==> src/hdl/ue2u_pkg.sv <==
// Package for the <U+hhhh> unescaper: byte and queue-entry types, escape
// characters, and the hex-digit helpers used by the front stage.
// No dependencies.
package ue2u_pkg;

	localparam int WinDepth = 8;
	localparam int WinIdxW  = $clog2(WinDepth);

	typedef logic [7:0] byte_t;
	typedef logic [WinIdxW-1:0] win_idx_t;

	localparam byte_t ChLt   = 8'h3C;
	localparam byte_t ChU    = 8'h55;
	localparam byte_t ChPlus = 8'h2B;
	localparam byte_t ChGt   = 8'h3E;
	localparam byte_t Ch0    = 8'h30;
	localparam byte_t Ch9    = 8'h39;
	localparam byte_t ChA    = 8'h41;
	localparam byte_t ChF    = 8'h46;

	// One queue entry: up to eight output words, their count less one, end flag.
	typedef struct packed {
		byte_t [WinDepth-1:0] data;
		win_idx_t              cnt_m1;
		logic                  last;
	} entry_t;

	function automatic logic is_hex(input byte_t c);
		return ((c >= Ch0) && (c <= Ch9)) || ((c >= ChA) && (c <= ChF));
	endfunction

	function automatic logic [3:0] hex_val(input byte_t c);
		byte_t d;
		if (c <= Ch9) begin
			d = c - Ch0;
		end else begin
			d = c - ChA + 8'd10;
		end
		return d[3:0];
	endfunction

endpackage

==> src/hdl/ue2u_if.sv <==
// Stream interfaces for the unescaper: input bytes and output bytes, each
// with valid/ready. Uses ue2u_pkg.
interface ue2u_in_if import ue2u_pkg::*; ();
	logic  valid;
	logic  ready;
	byte_t in_byte;
	logic  in_last;

	modport source (output valid, output in_byte, output in_last, input ready);
	modport sink (input valid, input in_byte, input in_last, output ready);
endinterface

interface ue2u_out_if import ue2u_pkg::*; ();
	logic  valid;
	logic  ready;
	byte_t out_byte;
	logic  out_last;

	modport source (output valid, output out_byte, output out_last, input ready);
	modport sink (input valid, input out_byte, input out_last, output ready);
endinterface

==> src/hdl/ue2u_front.sv <==
// Front stage: look-ahead window, escape match and UTF-8 encode; emits one
// queue entry per decision. Uses ue2u_pkg and ue2u_in_if.
module ue2u_front import ue2u_pkg::*; (
	input  logic          clk,
	input  logic          arst_n,
	ue2u_in_if.sink       rx,
	input  logic          q_full,
	output logic          push,
	output entry_t        push_entry
);

	byte_t [WinDepth-2:0] win_q;
	win_idx_t             fill_q;
	byte_t [WinDepth-1:0] nw;
	logic                 accept;
	logic                 full_win;
	logic                 match;
	logic [15:0]          cp;

	assign rx.ready = !q_full;
	assign accept   = rx.valid && rx.ready;
	assign full_win = (fill_q == win_idx_t'(WinDepth - 1));
	assign push     = accept && (rx.in_last || full_win);

	always_comb begin
		for (int i = 0; i < WinDepth - 1; i++) begin
			if (win_idx_t'(i) < fill_q) begin
				nw[i] = win_q[i];
			end else if (win_idx_t'(i) == fill_q) begin
				nw[i] = rx.in_byte;
			end else begin
				nw[i] = '0;
			end
		end
		nw[WinDepth-1] = full_win ? rx.in_byte : '0;
	end

	assign match = full_win && (nw[0] == ChLt) && (nw[1] == ChU) && (nw[2] == ChPlus)
		&& (nw[7] == ChGt) && is_hex(nw[3]) && is_hex(nw[4]) && is_hex(nw[5])
		&& is_hex(nw[6]);
	assign cp = {hex_val(nw[3]), hex_val(nw[4]), hex_val(nw[5]), hex_val(nw[6])};

	always_comb begin
		push_entry      = '0;
		push_entry.last = rx.in_last;
		if (match) begin
			if (cp < 16'h0080) begin
				push_entry.data[0] = cp[7:0];
				push_entry.cnt_m1  = win_idx_t'(0);
			end else if (cp < 16'h0800) begin
				push_entry.data[0] = {3'b110, cp[10:6]};
				push_entry.data[1] = {2'b10, cp[5:0]};
				push_entry.cnt_m1  = win_idx_t'(1);
			end else begin
				push_entry.data[0] = {4'b1110, cp[15:12]};
				push_entry.data[1] = {2'b10, cp[11:6]};
				push_entry.data[2] = {2'b10, cp[5:0]};
				push_entry.cnt_m1  = win_idx_t'(2);
			end
		end else if (rx.in_last) begin
			push_entry.data   = nw;
			push_entry.cnt_m1 = fill_q;
		end else begin
			push_entry.data[0] = nw[0];
			push_entry.cnt_m1  = win_idx_t'(0);
		end
	end

	// shift the window by one on a head copy, otherwise append in place
	always_ff @(posedge clk) begin
		if (accept) begin
			for (int i = 0; i < WinDepth - 1; i++) begin
				win_q[i] <= (full_win && !match) ? nw[i+1] : nw[i];
			end
		end
	end

	always_ff @(posedge clk or negedge arst_n) begin
		if (!arst_n) begin
			fill_q <= '0;
		end else if (accept) begin
			if (rx.in_last || match) begin
				fill_q <= '0;
			end else if (!full_win) begin
				fill_q <= fill_q + win_idx_t'(1);
			end
		end
	end

	a_last_empties: assert property (@(posedge clk) disable iff (!arst_n)
		accept && rx.in_last |=> fill_q == '0)
		else $error("window not emptied after end of string");

	a_fill_grows: assert property (@(posedge clk) disable iff (!arst_n)
		accept && !rx.in_last && !full_win |=> fill_q == $past(fill_q) + win_idx_t'(1))
		else $error("window fill did not advance");

endmodule

==> src/hdl/ue2u_queue.sv <==
// Short queue of entries between front and back stages.
// Uses ue2u_pkg.
module ue2u_queue import ue2u_pkg::*; #(
	parameter int Depth = 4
) (
	input  logic   clk,
	input  logic   arst_n,
	input  logic   push,
	input  entry_t push_entry,
	output logic   full,
	input  logic   pop,
	output logic   head_valid,
	output entry_t head
);

	localparam int PtrW = (Depth > 1) ? $clog2(Depth) : 1;
	localparam int CntW = $clog2(Depth + 1);

	entry_t [Depth-1:0] mem_q;
	logic [PtrW-1:0]    wr_ptr_q;
	logic [PtrW-1:0]    rd_ptr_q;
	logic [CntW-1:0]    cnt_q;

	assign full       = (cnt_q == CntW'(Depth));
	assign head_valid = (cnt_q != '0);
	assign head       = mem_q[rd_ptr_q];

	always_ff @(posedge clk) begin
		if (push) begin
			mem_q[wr_ptr_q] <= push_entry;
		end
	end

	always_ff @(posedge clk or negedge arst_n) begin
		if (!arst_n) begin
			wr_ptr_q <= '0;
			rd_ptr_q <= '0;
			cnt_q    <= '0;
		end else begin
			if (push) begin
				wr_ptr_q <= (wr_ptr_q == PtrW'(Depth - 1)) ? '0 : wr_ptr_q + PtrW'(1);
			end
			if (pop) begin
				rd_ptr_q <= (rd_ptr_q == PtrW'(Depth - 1)) ? '0 : rd_ptr_q + PtrW'(1);
			end
			if (push && !pop) begin
				cnt_q <= cnt_q + CntW'(1);
			end else if (pop && !push) begin
				cnt_q <= cnt_q - CntW'(1);
			end
		end
	end

	a_no_overflow: assert property (@(posedge clk) disable iff (!arst_n)
		push |-> !full)
		else $error("push into full queue");

	a_no_underflow: assert property (@(posedge clk) disable iff (!arst_n)
		pop |-> head_valid)
		else $error("pop from empty queue");

endmodule

==> src/hdl/ue2u_back.sv <==
// Back stage: walks the queue head entry word by word into the output
// register. Uses ue2u_pkg and ue2u_out_if.
module ue2u_back import ue2u_pkg::*; (
	input  logic      clk,
	input  logic      arst_n,
	input  logic      head_valid,
	input  entry_t    head,
	output logic      pop,
	ue2u_out_if.source tx
);

	win_idx_t idx_q;
	logic     out_valid_q;
	byte_t    out_byte_q;
	logic     out_last_q;
	logic     load;
	logic     end_of_entry;

	assign load         = head_valid && (!out_valid_q || tx.ready);
	assign end_of_entry = (idx_q == head.cnt_m1);
	assign pop          = load && end_of_entry;

	assign tx.valid    = out_valid_q;
	assign tx.out_byte = out_byte_q;
	assign tx.out_last = out_last_q;

	always_ff @(posedge clk) begin
		if (load) begin
			out_byte_q <= head.data[idx_q];
			out_last_q <= head.last && end_of_entry;
		end
	end

	always_ff @(posedge clk or negedge arst_n) begin
		if (!arst_n) begin
			idx_q       <= '0;
			out_valid_q <= 1'b0;
		end else begin
			if (load) begin
				out_valid_q <= 1'b1;
				idx_q       <= end_of_entry ? '0 : idx_q + win_idx_t'(1);
			end else if (tx.ready) begin
				out_valid_q <= 1'b0;
			end
		end
	end

	a_idx_in_entry: assert property (@(posedge clk) disable iff (!arst_n)
		head_valid |-> idx_q <= head.cnt_m1)
		else $error("word index past end of entry");

endmodule

==> src/hdl/unicode_escape_to_utf8.sv <==
// Top level of the <U+hhhh> to UTF-8 unescaper: front stage, entry queue,
// back stage. Uses ue2u_pkg, ue2u_if, ue2u_front, ue2u_queue, ue2u_back.
//
// One input byte is taken every cycle while the entry queue is not full, and
// one output byte leaves every cycle while words wait and tx.ready is high.
// The front stage keeps a seven-byte window; the byte that fills it to eight
// is matched against <U+hhhh> (uppercase hex only) in the same cycle, and a
// match becomes one to three UTF-8 words, otherwise the head byte is passed
// on. The final byte of a string releases the whole window, up to eight
// words, which the back stage sends one per cycle while tx.ready is high.
// The first output word of a decision passes through the entry queue and then
// the output register. The input stalls only when the QueueDepth-entry queue
// is full, which happens when the output side is held or while a string end
// drains. No memory clearing after reset.
module unicode_escape_to_utf8 import ue2u_pkg::*; #(
	parameter int QueueDepth = 4
) (
	input  logic       clk,
	input  logic       arst_n,
	ue2u_in_if.sink    rx,
	ue2u_out_if.source tx
);

	logic   q_full;
	logic   push;
	entry_t push_entry;
	logic   pop;
	logic   head_valid;
	entry_t head;

	ue2u_front u_front (
		.clk        (clk),
		.arst_n     (arst_n),
		.rx         (rx),
		.q_full     (q_full),
		.push       (push),
		.push_entry (push_entry)
	);

	ue2u_queue #(
		.Depth (QueueDepth)
	) u_queue (
		.clk        (clk),
		.arst_n     (arst_n),
		.push       (push),
		.push_entry (push_entry),
		.full       (q_full),
		.pop        (pop),
		.head_valid (head_valid),
		.head       (head)
	);

	ue2u_back u_back (
		.clk        (clk),
		.arst_n     (arst_n),
		.head_valid (head_valid),
		.head       (head),
		.pop        (pop),
		.tx         (tx)
	);

endmodule

==> src/flat_wrapper.sv <==
// flat-port wrapper written by rule: the top's interface ports become plain ports
module unicode_escape_to_utf8_flat import ue2u_pkg::*;
#(
	parameter int QueueDepth = 4
)
  (clk, arst_n, rx_valid, rx_in_byte, rx_in_last, rx_ready, tx_valid, tx_out_byte, tx_out_last, tx_ready);
  ue2u_in_if rx_i ();
  ue2u_out_if tx_i ();
  input  logic clk;
  input  logic arst_n;
  input wire logic [$bits(rx_i.valid)-1:0] rx_valid;
  input wire logic [$bits(rx_i.in_byte)-1:0] rx_in_byte;
  input wire logic [$bits(rx_i.in_last)-1:0] rx_in_last;
  output wire logic [$bits(rx_i.ready)-1:0] rx_ready;
  output wire logic [$bits(tx_i.valid)-1:0] tx_valid;
  output wire logic [$bits(tx_i.out_byte)-1:0] tx_out_byte;
  output wire logic [$bits(tx_i.out_last)-1:0] tx_out_last;
  input wire logic [$bits(tx_i.ready)-1:0] tx_ready;
  assign rx_i.valid = rx_valid;
  assign rx_i.in_byte = rx_in_byte;
  assign rx_i.in_last = rx_in_last;
  assign rx_ready = rx_i.ready;
  assign tx_valid = tx_i.valid;
  assign tx_out_byte = tx_i.out_byte;
  assign tx_out_last = tx_i.out_last;
  assign tx_i.ready = tx_ready;
  unicode_escape_to_utf8 #(.QueueDepth(QueueDepth)) u_core (.clk(clk), .arst_n(arst_n), .rx(rx_i), .tx(tx_i));
endmodule
==> config.mk <==
export PLATFORM = sky130hd
export DESIGN_NAME = unicode_escape_to_utf8_flat
export DESIGN_NICKNAME = d
export VERILOG_FILES = /design/src/hdl/ue2u_pkg.sv /design/src/hdl/ue2u_if.sv /design/src/hdl/ue2u_front.sv /design/src/hdl/ue2u_queue.sv /design/src/hdl/ue2u_back.sv /design/src/hdl/unicode_escape_to_utf8.sv /design/src/flat_wrapper.sv
export SDC_FILE = /design/constraint.sdc
export NUM_CORES = 1
export LEC_CHECK = 0
export BUFFER_PORTS_ARGS = -buffer_cell sky130_fd_sc_hd__buf_2
export CAP_MARGIN = 20
export CORE_MARGIN = 10
export CORE_UTILIZATION = 23
export DETAILED_ROUTE_END_ITERATION = 8
export GPL_TIMING_DRIVEN = 0
export SLEW_MARGIN = 20
export SYNTH_ARGS = -nofsm -noshare
export SYNTH_HDL_FRONTEND = slang
export SYNTH_SLANG_ARGS = --single-unit
==> constraint.sdc <==
create_clock -name clk -period 6 [get_ports clk]
set_input_delay 0.6 -clock clk [delete_from_list [all_inputs] [get_ports clk]]
set_output_delay 0.6 -clock clk [all_outputs]
set_load 0.005 [all_outputs]
# Word-level counts from Yosys, hierarchy flattened
# Cells that the tools add are included.
[word_totals] ff_bits=351 input_bits=13 out_inout_bits=11 wordCells=210
[classes] n_addsub=18 magnitude_cmp=29 eq_ne=16 mux=50 n_reduce_logical=42
[ops] cell="bitwise mux 272 bit" n=1
[ops] cell="two-way mux 8 bit" n=24
[ops] cell="binary-select mux 68 bit (select 2 bit)" n=1
[ops] cell="demux 68 bit (select 2 bit)" n=1
[ops] cell="two-way mux 68 bit" n=2
[ops] cell="two-way mux 56 bit" n=1
[ops] cell="two-way mux 40 bit" n=1
[ops] cell="greater-or-equal comparator 8 x 6 -> 1 bit, second input constant" n=4
[ops] cell="greater-or-equal comparator 8 x 7 -> 1 bit, second input constant" n=4
[ops] cell="less-or-equal comparator 8 x 6 -> 1 bit, second input constant" n=4
[ops] cell="less-or-equal comparator 8 x 7 -> 1 bit, second input constant" n=4
[ops] cell="subtractor 4 x 1 -> 4 bit, second input constant" n=8
[ops] cell="two-way mux 27 bit" n=1
[ops] cell="logical AND 1 bit" n=25
[ops] cell="binary-select mux 8 bit (select 3 bit)" n=1
[ops] cell="equality test 8 x 6 -> 1 bit, second input constant" n=3
[ops] cell="two-way mux 3 bit" n=6
[ops] cell="two-way mux 17 bit" n=1
[ops] cell="adder 4 bit, second input constant" n=4
[ops] cell="< comparator 16 x 12 -> 1 bit, second input constant" n=1
[ops] cell="< comparator 16 x 8 -> 1 bit, second input constant" n=1
[ops] cell="two-way mux 16 bit" n=1
[ops] cell="two-way mux 4 bit" n=4
[ops] cell="two-way mux 11 bit" n=1
[ops] cell="other kinds (25)" n=51

# Depth between registers and ports, before layout
# Gate-level depths: netlist of run 1.
[logic_depth] ltp_word=15 depth_mapped=22 ltp_nobuf=14

# By module
# From an unflattened synthesis of run 1, not the netlist that was laid out.
[hier_totals] hier_cells=1102 hier_area_um2=16732.3
[by_module_without_submodules] module="ue2u_queue" n_inst=1 cells_per_inst=393 area_each_um2=10306.1 seq_area_each_um2=8343.0
[by_module_without_submodules] module="ue2u_front" n_inst=1 cells_per_inst=648 area_each_um2=5371.4 seq_area_each_um2=1756.7
[by_module_without_submodules] module="ue2u_back" n_inst=1 cells_per_inst=61 area_each_um2=1054.8 seq_area_each_um2=370.4

# Worst setup path after synthesis of run 1
# Ideal clock, no wire load.
[synth_timing] kind="reg2reg" from="register u_core.u_front.fill_q[0]" to="register u_core.u_queue.mem_q[141] (netlist name) (data pin)" setup_time_ns=0.219 arrival_ns=4.572 required_time_ns=5.781 slack_ns=1.209 path_stages_with_launch=20 n_path_buf=5 period_less_slack_ns=4.791 cell_sequence="dfrtp_1 > buf_6 > clkbuf_1 > buf_1 > clkbuf_1 > inv_1 > ha_1 > clkbuf_1 > nor4bb_1 > o21ai_1 > inv_1 > ha_1 > nor2_1 > inv_1 > a211oi_1 > o21bai_1 > xnor2_1 > nand2_1 > o221a_2 > o31ai_1"
[synth_rtl] element="start, declared" line="ue2u_front.sv:13" rtl="win_idx_t fill_q;"
[synth_rtl] element="start signal, assigned" line="ue2u_front.sv:85" rtl="fill_q <= fill_q + win_idx_t'(1);"
[synth_rtl] element="end signal, assigned by index" line="ue2u_queue.sv:30" rtl="mem_q[wr_ptr_q] <= push_entry;"
[synth_rtl] element="end, declared" line="ue2u_queue.sv:19" rtl="entry_t [Depth-1:0] mem_q;"

==> out/results.ini, run 1 <==
[logic_synthesis]
synth_mux_area_share_pct=16.1
syn_nets=1092
synth_ff_type=edfxtp_1
synthXorXnorAreaFrac_pct=0.643
async_reset_ff_share_pct=3.99
synth_compound_area_share_pct=7.77
ys_seq_area_share_pct=64.0
synth-seq-cells=351
avgSynthCellArea_um2=15.5
synth_adder_area_share_pct=1.88
synth.distinct_cells=69
yosys_warnings=0
netlist_instances=1055
synth_top_family_by_area=multiplexers
syn_area_mm2=0.0164
yosys.area_share.simple_pct=6.98
synth_edf_count=337

[clock_network]
cts_sinks=351
h-tree-depth=2
postCtsSetupRepairBufs=0
cts_root_buffer=clkbuf_16
clk_latency_ns=0.56
cts_buffer_depth=3
cts_tree=built
path_clk_slew_ns=0.06
cts_buffers=38

[min_path]
hold_path_depth=4
min_path_type=in2reg

[floorplanning]
start_util_pct=23.3
die_w_um=287
pin_count=24
dieHeight_um=287
dieArea_mm2=0.0822
core_mm2=0.0703
rows=97

[route]
drtAntennaViolNets=0
wl_um=46300
drt_iter0_drc=1140
wire_per_inst_um=22.2
drt-pass1-iter-count=7
vias=10100
drc=0
vias_per_cell=4.81

[cells_and_area]
final_common_cell=edfxtp_1
syn_to_final_growth_pct=16.8
post-route-util_pct=27.2
drive_above_1_share_pct=21.2
fin_cells=2088
final_cell_mix=337 x edfxtp_1, 84 x mux4_2, 69 x nor2_1
final_nets=1156

[setup_path]
path_delay_family=simple AND/OR/NAND/NOR gates
crit_buf_inv=7
slowest_delay_ns=0.60
critPathCaptureType=register
crit_required_ns=6.26
rr_worst_depth=15
cp_num_cells=15
crit_type=reg2reg
startpoint_type=register
path_cells=buf_6, clkbuf_1, buf_2, clkbuf_2, inv_1, ha_1, and2_1, mux2i_2, or4b_1, or4_1, a2111o_1, or4_1, buf_2, buf_6, mux2i_1
critPathMaxFanout=10
slowest_stage=or4_1
worstPathArrival_ns=6.14

[placed_design]
dp.cells=2016
port_buffers=17
place_congestion=0.914
hpwl_um=32100
dp_slack_ns=-0.698

[job]
drv_cap=0

[timing]
drv_slew=0
holdWs_ns=0.313
tightest_slew_ns=1.04
setup_slack_ns=0.117
clock_skew_ns=0.0174
hold_viol_final=0
period_share_pct=98.0
fin_crit_ns=5.88
relSlewSlack_pct=31.0
max_freq_mhz=170
setup_violations=0
rsz0062_at_grt=false

[power]
clkPwrFrac_pct=27.7
power.switching_w=0.00291
intPower_w=0.00589
pwr-share-seq_pct=38.3
vdd_drop_max_v=0.000223
p_leak_nw=6.27
swShare_pct=33.1
power_w=0.00880
powerDensity_mw_per_mm2=461
pwr-share-comb_pct=34.1

[grt]
grt_pass1_vias=10100
overflow=0
grt_usage_pct=11.0
grt_max_degree=57
antenna_found_initial=6
grt_pass1_wl_um=67800

[status]
outcome=finished clean

==> power groups by stage <==
stage	registers (W)	logic (W)	clock network (W)
2_1_floorplan	0.00339	0.00196	0
3_3_place_gp	0.00343	0.00289	0
3_5_place_dp	0.00342	0.00295	0
4_1_cts	0.00337	0.00298	0.00247
5_1_grt	0.00340	0.00322	0.00256
6_report	0.00337	0.00300	0.00243
==> routing by layer <==
metal  part of all wire [%]  global-route usage [%]
met3                    8.7                    3.01
met1                     43                    14.6
met5                   0.11                       0
met2                     46                    17.2
met4                    2.8                    3.38
==> registers in the layout, indices dropped and copies added, names as in the netlist <==
name and count:
u_core.u_back.idx_q 3, u_core.u_queue.cnt_q 3, u_core.u_back.tx.valid 1, u_core.u_back.tx.out_last 1
u_core.u_back.tx.out_byte 8, u_core.u_queue.rd_ptr_q 2, u_core.u_queue.wr_ptr_q 2, u_core.u_front.win_q 56
u_core.u_front.fill_q 3, u_core.u_queue.mem_q 272
==> per-stage QoR <==
| stage | TNS (ns) | cell area, um^2 |
|---|---|---|
| after global routing | 0 | 19100 |
| after global placement | -71.53 | 17600 |
| after CTS | 0 | 19000 |
| after floorplan | 0 | 16400 |
| after detailed placement | -58.51 | 17700 |
| final | 0 | 19100 |
==> timing repair <==
| item | 4_1_cts | 5_1_grt |
|---|---|---|
| hold endpoints to repair | 14 | 0 |
| pin swaps | 0 | 0 |
| setup endpoints to repair | 315 | 263 |
| hold buffers | 1 | 0 |
| gates resized for setup | 10 | 5 |
==> Yosys cell counts, drive strengths merged, types with 14 or more instances <==
library cell | instances | area, um^2
mux2 | 21 | 236
mux4 | 84 | 1890
edfxtp | 337 | 10100
o21a | 19 | 143
buf | 38 | 203
a21oi | 29 | 156
inv | 27 | 101
ha | 23 | 288
o21ai | 55 | 275
and2 | 23 | 144
mux2i | 50 | 500
dfrtp | 14 | 350
clkbuf | 34 | 128
nor2 | 69 | 259
nand2 | 65 | 246
==> worst paths after layout <==
path / start / to / slack, ns
worst max-delay path: u_core.u_front.fill_q[0] / u_core.u_queue.mem_q[205] / 0.12
worst min-delay path: tx_ready / u_core.u_back.tx.valid / 0.31
worst max register to register: u_core.u_front.fill_q[0] / u_core.u_queue.mem_q[205] / 0.12
worst min register to register: u_core.u_back.tx.valid / u_core.u_back.tx.valid / 0.50
max in group asynchronous: arst_n / u_core.u_queue.wr_ptr_q[1] / 5.15
min in group asynchronous: arst_n / u_core.u_back.idx_q[0] / 0.53
==> layout make-up <==
| type | instances | area, um^2 |
|---|---|---|
| inverter | 27 | 104 |
| sequential | 351 | 10500 |
| antenna | 2 | 5.00 |
| buffer | 72 | 339 |
| clock inverter | 21 | 283 |
| fill | 7082 | 51200 |
| tap | 940 | 1180 |
| timing repair buffer | 24 | 216 |
| clock buffer | 46 | 1000 |
| multi-input combinational | 605 | 5510 |
==> kinds of logic after synthesis <==
logic type                 after synthesis
buffers and inverters                   99
DFF                                    351
AOI/OAI and AO/OA                      187
adders and majority gates               24
muxes                                  155
and+or+nand+nor                        227
xor gates and xnor gates                12
==> tightest hold or removal path, delay by kind of cell <==
kind,cells,cell delay (ns)
AND/OR/NAND/NOR,2,0.10
buffers and inverters,2,0.12
Power figures use the tool's default switching activity.
==> run 2, diff against run 1 <==
--- a/config.mk
+++ b/config.mk
@@ -5,6 +5,7 @@
 export SDC_FILE = /design/constraint.sdc
 export NUM_CORES = 1
 export LEC_CHECK = 0
+export ABC_AREA = 1
 export BUFFER_PORTS_ARGS = -buffer_cell sky130_fd_sc_hd__buf_2
 export CAP_MARGIN = 20
 export CORE_MARGIN = 10
==> run 2 against run 1 <==
Sequential share of layout area down 1.7 points. Utilization up 0.23 points. Worst setup slack improved by 1.3 ns. Wire length is 19% higher. Critical endpoint is now u_core.u_queue.mem_q[168]. Largest cell class unchanged. Largest power group is now combinational logic. Highest routed layer unchanged.
==> out/results.ini, run 2 <==
[status]
outcome=finished clean  ; unchanged

[setup_path]
crit_path_start=u_core.u_front.fill_q[0]  ; unchanged
critPathMaxFanout=11  ; was 10
startpoint_type=register  ; unchanged
worstPathArrival_ns=4.86  ; was 6.14 ns
crit_required_ns=6.25  ; was 6.26 ns
regToRegStartpoint=u_core.u_front.fill_q[0]  ; unchanged
critPathCaptureType=register  ; unchanged
crit_type=reg2reg  ; unchanged

[cells_and_area]
largest_reg_flops=272  ; unchanged
top_register=u_core.u_queue.mem_q  ; unchanged
n_fill_cell=7521  ; was 7,082
post-route-util_pct=27.4  ; was 27.2%
final_common_cell=edfxtp_1  ; unchanged
diodes=0  ; was 2
seq_area_mm2=0.0105  ; unchanged
multi_input_area_mm2=0.00541  ; was 0.00551 mm^2
fin_cells=2664  ; was 2,088
syn_to_final_growth_pct=17.5  ; was 16.8%
final_cell_mix=337 x edfxtp_1, 243 x nand2_1, 234 x nor2_1  ; was 337 x edfxtp_1, 84 x mux4_2, 69 x nor2_1
fin_area_mm2=0.0197  ; was 0.0191 mm^2
final_nets=1724  ; was 1,156
drive_above_1_share_pct=11.2  ; was 21.2%

[power]
power_w=0.00934  ; was 0.00880 W
clkPwrFrac_pct=25.7  ; was 27.7%
power.switching_w=0.00376  ; was 0.00291 W
powerDensity_mw_per_mm2=474  ; was 461 mW/mm^2
p_leak_nw=6.84  ; was 6.27 nW
pwr-share-comb_pct=38.3  ; was 34.1%
pwr-share-seq_pct=36.0  ; was 38.3%
swShare_pct=40.3  ; was 33.1%
vdd_drop_max_v=0.000213  ; was 0.000223 V
intPower_w=0.00558  ; was 0.00589 W

[logic_synthesis]
yosys_warnings=0  ; unchanged
syn_area_mm2=0.0168  ; was 0.0164 mm^2
netlist_instances=1611  ; was 1,055
synth_mux_area_share_pct=0  ; was 16.1%
synth_most_common_cell=edfxtp_1  ; unchanged
async_reset_ff_share_pct=3.99  ; unchanged
synth.distinct_cells=43  ; was 69
synth_common_cells=337 x edfxtp_1, 243 x nand2_1, 238 x nor2_1, 171 x o21ai_0, 110 x inv_1  ; was 337 x edfxtp_1, 84 x mux4_2, 69 x nor2_1, 64 x nand2_1, 50 x mux2i_1
synth_ff_type=edfxtp_1  ; unchanged
netlist_top_cells_area=edfxtp_1 60%, nand2_1 5.4%, nor2_1 5.3%, o21ai_0 5.1%, o221ai_1 2.8%  ; was edfxtp_1 62%, mux4_2 12%, mux2i_1 3.1%, dfrtp_1 2.1%, ha_1 1.8%
yosysTopAreaCellShare_pct=60.4  ; was 61.9%
synthXorXnorAreaFrac_pct=0.627  ; was 0.643%
synth_adder_area_share_pct=1.84  ; was 1.88%
avgSynthCellArea_um2=10.4  ; was 15.5 um^2
ys_seq_area_share_pct=62.5  ; was 64.0%
synth_top_area_cell=edfxtp_1  ; unchanged
synth_edf_count=337  ; unchanged
synth_compound_area_share_pct=12.9  ; was 7.77%
yosys.area_share.simple_pct=16.7  ; was 6.98%
synth_top_family_by_area=simple AND/OR/NAND/NOR gates  ; was multiplexers
synth-seq-cells=351  ; unchanged
syn_nets=1648  ; was 1,092

[route]
vias=13000  ; was 10,100
vias_per_cell=4.89  ; was 4.81
wl_um=55100  ; was 46,300 um
drt-pass1-iter-count=5  ; was 7
drtAntennaViolNets=0  ; unchanged
drt_iter0_drc=1535  ; was 1,140
wire_per_inst_um=20.7  ; was 22.2 um
drc=0  ; unchanged

[placed_design]
hpwl_um=40300  ; was 32,100 um
placed_area_mm2=0.0184  ; was 0.0177 mm^2
port_buffers=20  ; was 17
dp.cells=2595  ; was 2,016
place_congestion=0.956  ; was 0.914

[clock_network]
path_clk_slew_ns=0.06  ; about the same
h-tree-depth=2  ; unchanged
cts_buffers=40  ; was 38
cts_root_buffer=clkbuf_16  ; unchanged
cts_sinks=351  ; unchanged
clk_latency_ns=0.57  ; was 0.56 ns
ctsResizeCount=0  ; was 10
cts_tree=built  ; unchanged
cts_hold_buffers=0  ; was 1
postCtsSetupRepairBufs=0  ; unchanged
cts_buffer_depth=3  ; unchanged

[timing]
fin_crit_ns=4.61  ; was 5.88 ns
rsz0062_at_grt=false  ; unchanged
period_share_pct=76.8  ; was 98.0%
tightest_slew_ns=1.02  ; was 1.04 ns
relSlewSlack_pct=31.5  ; was 31.0%
setup_violations=0  ; unchanged
max_freq_mhz=217  ; was 170 MHz
hold_viol_final=0  ; unchanged
drv_slew=0  ; unchanged
clock_skew_ns=0.0153  ; was 0.0174 ns

[floorplanning]
start_util_pct=23.3  ; about the same
pin_count=24  ; unchanged
dieHeight_um=290  ; was 287 um
dieArea_mm2=0.0841  ; was 0.0822 mm^2
die_w_um=290  ; was 287 um
core_mm2=0.0719  ; was 0.0703 mm^2
rows=98  ; was 97

[grt]
grt_pass1_wl_um=81000  ; was 67,800 um
antenna_found_initial=1  ; was 6
grt_pass1_vias=12500  ; was 10,100
grt_usage_pct=12.4  ; was 11.0%
grt_max_degree=50  ; was 57
overflow=0  ; unchanged

[min_path]
min_path_type=in2async  ; was in2reg

[job]
drv_cap=0  ; unchanged

==> run 2: final cells by class <==
class                      count  share of cell area, %
sequential                   351                   53.1
tap                          950                   6.03
buffer                        85                   2.12
timing repair buffer          34                   2.23
inverter                     133                   2.56
clock inverter                17                   1.04
multi-input combinational   1042                   27.5
clock buffer                  52                   5.42
==> run 2: kinds of logic (layout without fill, tap and decap cells) <==
group                      count (synthesis)  count (layout)
AOI/OAI and AO/OA                        364             364
xor gates and xnor gates                  12              12
adders and majority gates                 24              24
buffers and inverters                    218             321
DFF                                      351             351
and+or+nand+nor                          642             642
==> run 2: power groups by stage <==
stage / clock network, W / logic, W / registers, W
after global routing: 0.00252 / 0.00388 / 0.00339
after floorplan: 0 / 0.00212 / 0.00340
final: 0.00240 / 0.00358 / 0.00336
after global placement: 0 / 0.00337 / 0.00345
after CTS: 0.00243 / 0.00353 / 0.00336
after detailed placement: 0 / 0.00351 / 0.00341
==> run 2: layer usage <==
layer | GRT usage [%] | share of wire [%]
met1 | 16.7 | 43
met2 | 20.2 | 47
met3 | 1.83 | 7.6
met4 | 3.97 | 2.9
met5 | 0 | 0.024
==> run 2: worst paths after layout <==
path                                              endpoint  slack (ns)  cells past startpoint
worst max-delay path             u_core.u_queue.mem_q[168]        1.39                     22
worst min-delay path            u_core.u_queue.rd_ptr_q[0]        0.01                      1
worst max register to register   u_core.u_queue.mem_q[168]        1.39                     22
worst min register to register     u_core.u_queue.cnt_q[0]        0.54                      1
max in group asynchronous         u_core.u_front.fill_q[0]        5.62                      1
min in group clk                    u_core.u_back.tx.valid        0.23                      2
==> run 2: worst max-delay path, cell delays in order (launching register included) <==
cell	delay, ns
dfrtp_1	0.40
buf_6	0.17
inv_2	0.23
ha_1	0.42
nand2_1	0.12
inv_2	0.10
nand2_2	0.12
o21ai_2	0.32
inv_1	0.24
ha_1	0.24
inv_1	0.06
nor2_2	0.05
nor2_2	0.09
nand2_2	0.10
nand4_1	0.09
nand2_1	0.16
nand2_1	0.16
nor2_4	0.06
buf_6	0.15
nor2_8	0.12
inv_4	0.06
buf_6	0.15
a21oi_1	0.66
==> run 2: stage by stage <==
step	setup slack, ns	TNS [ns]	hold slack [ns]
finish	1.39	0	0.0117
CTS	1.56	0	0.00103
floorplan	1.09	0	0.304
global route	1.25	0	0.0109
global placement	-1.75	-466.32	0.517
detailed placement	1.58	0	0.531
